`src/design/arht_ram.sv`:
```
// generic simple dual-port ram with registered read
`default_nettype none
module arht_ram #(
	parameter int WIDTH = 8,
	parameter int DEPTH = 128
) (
	input wire logic clk,
	input wire logic we,
	input wire logic [$clog2(DEPTH)-1:0] waddr,
	input wire logic [WIDTH-1:0] wdata,
	input wire logic [$clog2(DEPTH)-1:0] raddr,
	output logic [WIDTH-1:0] rdata
);

	logic [WIDTH-1:0] mem [DEPTH];

	always_ff @(posedge clk) begin
		if (we) begin
			mem[waddr] <= wdata;
		end
		rdata <= mem[raddr];
	end

endmodule
`default_nettype wire

```
`config.mk`:
```
export PLATFORM = sky130hd
export DESIGN_NAME = arht_ram
export DESIGN_NICKNAME = d
export VERILOG_FILES = /design/src/design/arht_ram.sv
export SDC_FILE = /design/constraint.sdc
export NUM_CORES = 1
export LEC_CHECK = 0
export BUFFER_PORTS_ARGS = -buffer_cell sky130_fd_sc_hd__buf_4
export CAP_MARGIN = 10
export CORE_ASPECT_RATIO = 0.6
export CORE_MARGIN = 1.5
export CORE_UTILIZATION = 45
export CTS_BUF_LIST = sky130_fd_sc_hd__clkbuf_4 sky130_fd_sc_hd__clkbuf_8
export CTS_CLUSTER_SIZE = 24
export DETAILED_ROUTE_END_ITERATION = 7
export SLEW_MARGIN = 20
export SYNTH_ARGS = -nofsm -noshare
export SYNTH_HDL_FRONTEND = slang
export SYNTH_SLANG_ARGS = --single-unit
```
`constraint.sdc`:
```
create_clock -name clk -period 3.5 [get_ports clk]
set_clock_uncertainty 0.05 [all_clocks]
set_input_delay 0.7 -clock clk [delete_from_list [all_inputs] [get_ports clk]]
set_output_delay 0.7 -clock clk [all_outputs]
set_load 0.005 [all_outputs]
```
==> results of run 1 <==
-- power groups by stage --
stage	logic [mW]	registers [mW]	clock network [mW]
final	1.36	13.7	9.10
after global routing	1.44	13.7	9.83
after CTS	1.37	13.7	9.32
after detailed placement	1.37	13.9	0
after global placement	1.35	13.9	0
after floorplan	0.690	13.9	0
-- worst max path at each step --
stage | startpoint | to | slack [ns]
global route | raddr[0] | rdata[3]$_DFF_P_ | 0.75
floorplan | raddr[0] | rdata[0]$_DFF_P_ | 0.25
global placement | raddr[0] | rdata[1]$_DFF_P_ | -0.02
detailed placement | raddr[0] | rdata[1]$_DFF_P_ | -0.01
finish | raddr[0] | rdata[3]$_DFF_P_ | 0.82
CTS | raddr[0] | rdata[3]$_DFF_P_ | 0.86
-- metrics by stage --
| stage | hold WS, ns | area (um^2) | utilization | setup WS [ns] | instances |
|---|---|---|---|---|---|
| floorplan | 0.749 | 39700 | - | 0.246 | 1635 |
| global placement | 1.08 | 42600 | 0.487 | -0.0173 | 2908 |
| detailed placement | 1.07 | 42600 | 0.487 | -0.0134 | 2908 |
| CTS | 0.230 | 45400 | 0.519 | 0.863 | 3156 |
| global route | 0.273 | 45400 | 0.519 | 0.748 | 3156 |
| finish | 0.314 | 45400 | 0.519 | 0.817 | 3157 |
-- layer usage --
layer  track usage  vias to the layer above
met5             0                        -
met4        0.0482                        2
met3        0.0778                      103
met2         0.288                      845
met1         0.333                     9863
li1              -                     7539
-- kinds of logic after synthesis --
group | Yosys count
flip-flops | 1032
multiplexers | 344
AND/OR/NAND/NOR | 170
buffers and inverters | 89
-- synth_stat cells, drive strengths merged --
| cell type | count | area share |
|---|---|---|
| dfxtp | 8 | 0.0040 |
| nor2 | 122 | 0.012 |
| or3 | 1 | 0.00016 |
| clkbuf | 44 | 0.0042 |
| mux4 | 336 | 0.19 |
| nand4 | 3 | 0.00047 |
| nor3 | 9 | 0.0011 |
| edfxtp | 1024 | 0.78 |
| mux2 | 8 | 0.0023 |
| buf | 45 | 0.0060 |
| nor2b | 7 | 0.0011 |
| nand3 | 12 | 0.0015 |
| nand2b | 2 | 0.00032 |
| nand2 | 14 | 0.0013 |
-- flip-flops by register name (all words and copies together) (netlist names) --
name and count:
mem 1024, rdata 8
-- worst reg2reg max path: cells and delay by family (launching register included) --
kind / cells / cell delay [ns]
mux: 4 / 1.99
flops: 1 / 0.37
-- layout make-up --
class / instances / area share
timing repair buffer: 201 / 0.0421
sequential: 1032 / 0.681
antenna: 1 / 0.0000552
multi-input combinational: 514 / 0.184
tap: 1161 / 0.0320
clock inverter: 50 / 0.00736
clock buffer: 198 / 0.0530
==> flow_metrics.py, run 1 <==
metrics = {
    "grt": {
        "antenna_found_initial": 8,
        "grt_pass1_wl_mm": 134,
        "grt_start_max_net_pins": 94,
        "grt_overflow": 0,
        "grt_use_total": 0.215,
        "grt_pass1_vias": 18284,
    },
    "pwr": {
        "p_int_mw": 18.9,
        "clkPwrFrac": 0.377,
        "leakage_nw": 14.2,
        "power_mw": 24.1,
        "swShare": 0.218,
        "power_frac_comb": 0.056,
        "power_switching_mw": 5.26,
        "power_frac_seq": 0.567,
        "power_per_cell_area_nw_per_um2": 532,
        "vdd_drop_max_mv": 0.355,
    },
    "finish": {
        "nNetsFinal": 1917,
        "multi_input_area_um2": 8350,
        "seq_area_um2": 30900,
        "final_common_cell": "edfxtp_1",
        "nFillCells": 6746,
        "areaGrowthSynthToFinish_pct": 14.4,
        "final_cell_mix": "edfxtp_1, mux4_2, buf_4",
        "drive_above_1_share": 0.383,
    },
    "logic_synthesis": {
        "synth_nets": 1659,
        "yosysUniqueCellTypes": 17,
        "synth_mux_area_frac": 0.193,
        "syn_inst": 1635,
        "synth.avg_cell_area_um2": 24.3,
        "yosys_warnings": 0,
        "ys_seq_area_frac": 0.779,
        "synth_compound_area_frac": 0,
        "synth-simple-area-share": 0.0176,
        "synth_xor_area_frac": 0,
        "synth_fa_ha_area_frac": 0,
        "synth_top_family_by_area": "multiplexers",
        "synth-seq-cells": 1032,
        "synth_area_um2": 39700,
    },
    "timing": {
        "hold_viol_final": 0,
        "finalSetupViolCount": 0,
        "rsz0062_at_grt": "no",
        "layout_min_cycle_time_ns": 2.68,
        "final.period_utilization": 0.767,
        "final.setup.tns_ns": 0,
        "slew_headroom": 0.347,
        "clock.fmax_ghz": 0.373,
        "tightest_slew_ns": 0.980,
        "slew_viol_final": 0,
    },
    "clock_network": {
        "clk_latency_ns": 0.81,
        "postCtsSetupBuffers": 0,
        "clkTransAtPathRegs_ns": 0.06,
        "h-tree-depth": 4,
        "cts_tree": "yes",
        "cts-hold-fix-buffers": 0,
        "root_buffer": "clkbuf_8",
        "cts_made_buffers": 144,
        "cts_sinks": 1032,
        "clk_path_buf_depth": 3,
        "cts_resized": 0,
    },
    "floorplan": {
        "row_count": 84,
        "dieArea_um2": 90000,
        "die_x_um": 386,
        "core-area_um2": 87400,
        "io_pins": 32,
        "die_h_um": 233,
        "initial_core_util": 0.454,
    },
    "drt": {
        "drc": 0,
        "top_layer": "met5",
        "detail-route-antenna-nets": 0,
        "met1_length_mm": 42.3,
        "vias": 18352,
        "routed_wl_mm": 94.0,
        "dr.pass1.iters": 5,
        "drtIter0Drc": 1987,
        "routed_via_density": 5.81,
        "wl_met2_mm": 39.6,
        "wl_per_cell_um": 29.8,
        "wl_met3_mm": 10.9,
    },
    "setup_path": {
        "crit_path_cell_trace": "buf_8 > buf_12 > buf_12 > mux4_2 > mux4_2 > mux4_2 > mux2_2",
        "criticalPathCategory": "in2reg",
        "reg2reg_slack_ns": 0.95,
        "crit_arrival_ns": 3.31,
        "crit_buf_inv": 3,
        "cp_top_family": "multiplexers",
        "worst_path_max_delay_cell": "mux4_2",
        "worstRegToRegCells": 4,
        "path_depth": 7,
        "critPathCaptureType": "flip-flop",
        "cp_common_cell": "mux4_2",
        "worst-endpoint-required_ns": 4.13,
        "r2r-start": "mem[101][4]$_DFFE_PP_",
        "startpoint_type": "input port",
        "r2r-end": "rdata[4]$_DFF_P_",
        "critical_path.max_fanout": 19,
        "cpPeakStageDelay_ns": 0.58,
    },
    "hold_path": {
        "hold_path_depth": 2,
        "holdCritStartpoint": "raddr[5]",
        "hp-class": "in2reg",
        "hold-path-endpoint": "rdata[3]$_DFF_P_",
    },
    "run": {
        "maxCapViolCount": 0,
    },
    "place": {
        "numPortBuffers": 31,
        "gp_congestion": 0.803,
        "dp_hpwl_mm": 59.7,
    },
    "status": {
        "outcome": "complete, no violations",
    },
}
Note: power is estimated with default switching activity, not from simulation.
==> inputs of run 2 (changes only) <==
- clock period: 3.5 -> 2.3 ns (I/O delays scaled with it)
==> run 2 against run 1 <==
The flow now finishes with violations (negative setup slack). Register-to-register slack worse by 1.2 ns. Cell area is 1.9% higher. Die area stayed put. Global-route usage is 0.71 points higher. Hold slack worse by 0.24 ns. Clock power is 57% higher. First-iteration DRC count is 5.0% higher. Via count is 2.8% higher. Core utilization is 0.99 points higher. Critical path depth is 3 lower. Sequential share of layout area is 1.3 points lower. Non-clock buffer count is 74 higher. Largest power group unchanged.
==> flow_metrics.py, run 2 (synthesis results as in run 1) <==
metrics = {
    "place": {
        "numPortBuffers": 31,
        "pre_cts_ws_ns": -0.915,
        "gp_congestion": 0.850,
        "dp_hpwl_mm": 64.4,
        "dp_cells": 2982,
        "placed_area_um2": 43400,
    },
    "timing": {
        "finalSetupViolCount": 8,
        "final.setup.tns_ns": -1.38,
        "layout_setup_ws_ns": -0.224,
        "final.period_utilization": 1.10,
        "tightest_slew_ns": 0.754,
        "slew_headroom": 0.498,
        "hold_viol_final": 0,
        "layout_min_cycle_time_ns": 2.52,
        "clock.fmax_ghz": 0.396,
        "rsz0062_at_grt": "yes",
        "slew_viol_final": 0,
        "hold_ws_ns": 0.0758,
    },
    "grt": {
        "antenna_found_initial": 8,
        "grt_start_max_net_pins": 129,
        "grt_pass1_vias": 18857,
        "grt_pass1_wl_mm": 139,
        "grt_use_total": 0.222,
        "grt_overflow": 0,
    },
    "floorplan": {
        "dieArea_um2": 90000,
        "core-area_um2": 87400,
        "row_count": 84,
        "io_pins": 32,
        "die_x_um": 386,
        "die_h_um": 233,
        "initial_core_util": 0.454,
    },
    "clock_network": {
        "clk_latency_ns": 0.79,
        "cts_tree": "yes",
        "clkTransAtPathRegs_ns": 0.06,
        "cts_made_buffers": 145,
        "h-tree-depth": 4,
        "root_buffer": "clkbuf_8",
        "clk_path_buf_depth": 3,
        "cts_sinks": 1032,
    },
    "hold_path": {
        "hp-class": "in2reg",
    },
    "drt": {
        "detail-route-antenna-nets": 0,
        "wl_per_cell_um": 30.3,
        "dr.pass1.iters": 5,
        "routed_wl_mm": 98.1,
        "drtIter0Drc": 2087,
        "routed_via_density": 5.83,
        "vias": 18860,
        "drc": 0,
    },
    "finish": {
        "reg_top3": "mem x1024, rdata x8",
        "drive_above_1_share": 0.403,
        "fin_area_um2": 46200,
        "final_cells": 3237,
        "largest-register": "mem",
        "nNetsFinal": 1992,
        "largest_reg_flops": 1024,
        "final_common_cell": "edfxtp_1",
        "areaGrowthSynthToFinish_pct": 16.6,
        "nFillCells": 6653,
        "final_cell_mix": "edfxtp_1, mux4_2, buf_4",
    },
    "setup_path": {
        "criticalPathCategory": "reg2reg",
        "worst-endpoint-required_ns": 2.92,
        "cp_common_cell": "mux4_2",
        "worst_path_max_delay_cell": "mux4_2",
        "critical_path.max_fanout": 1,
        "crit_path_cell_trace": "mux4_2 > mux4_2 > mux4_2 > mux2_4",
        "crit_arrival_ns": 3.14,
        "cpPeakStageDelay_ns": 0.64,
        "startpoint_type": "flip-flop",
        "critPathCaptureType": "flip-flop",
    },
    "status": {
        "outcome": "finished, violations left",
        "violations": "negative setup slack",
    },
    "pwr": {
        "vdd_drop_max_mv": 0.604,
        "power_per_cell_area_nw_per_um2": 808,
        "leakage_nw": 14.7,
    },
    "run": {
        "maxCapViolCount": 0,
    },
}
## run 2: cell count changes in the layout (fill, tap and decap cells not counted), moves of 3 or more
cell / delta
buf_12: +15
buf_4: +59
mux2_2: -8
bufinv_16: +3
clkinv_1: +6
clkinvlp_4: -8
clkbuf_4: -10
mux2_4: +8
clkinv_2: +6
diode_2: +3
clkbuf_8: +7
## run 2: repair_timing
item / 4_1_cts / 5_1_grt
endpoints found under the setup margin: 8 / 8
buffers inserted: 0 / 0
resized for setup: 8 / 0
hold buffers: 0 / 0
## run 2: path summary, 6_finish.rpt
kind	slack, ns	to	depth (start not counted)	startpoint
setup / recovery	-0.22	rdata[4]$_DFF_P_	4	mem[70][4]$_DFFE_PP_
hold / removal	0.08	mem[85][2]$_DFFE_PP_	1	wdata[2]
setup reg to reg	-0.22	rdata[4]$_DFF_P_	4	mem[70][4]$_DFFE_PP_
hold reg to reg	1.08	rdata[7]$_DFF_P_	4	mem[14][7]$_DFFE_PP_
## run 2: metal layers
metal | track usage | part of all wire | vias up
met2 | 0.293 | 0.42 | 907
li1 | - | - | 7700
met5 | 0 | 0.00059 | -
met3 | 0.0874 | 0.12 | 117
met4 | 0.0442 | 0.014 | 4
met1 | 0.345 | 0.45 | 10132
## run 2: where the power goes
group / total, mW / internal, mW / leakage [nW] / switching (mW)
Sequential: 20.8 / 20.8 / 9.27 / 0.0647
Clock: 14.3 / 7.50 / 1.49 / 6.81
Combinational: 2.24 / 0.976 / 3.95 / 1.27
## run 2: layout make-up
class | instances | area, um^2 | share of cell area
Sequential cell | 1032 | 30900 | 0.669
Antenna cell | 4 | 10.0 | 0.000216
Tap cell | 1161 | 1450 | 0.0314
Clock buffer | 195 | 2430 | 0.0525
Multi-Input combinational cell | 514 | 8380 | 0.181
Timing Repair Buffer | 275 | 2660 | 0.0574
Clock inverter | 56 | 398 | 0.00861
## run 2: worst max-delay path: cells and delay by family (launching register included)
family,cells,cell delay [ns]
flip-flops,1,0.37
multiplexers,4,1.99
## run 2: through the flow
stage | power (mW) | utilization
floorplan | 22.3 | -
global placement | 23.4 | 0.496
detailed placement | 23.4 | 0.496
CTS | 37.7 | 0.529
global route | 38.5 | 0.529
finish | 37.4 | 0.529
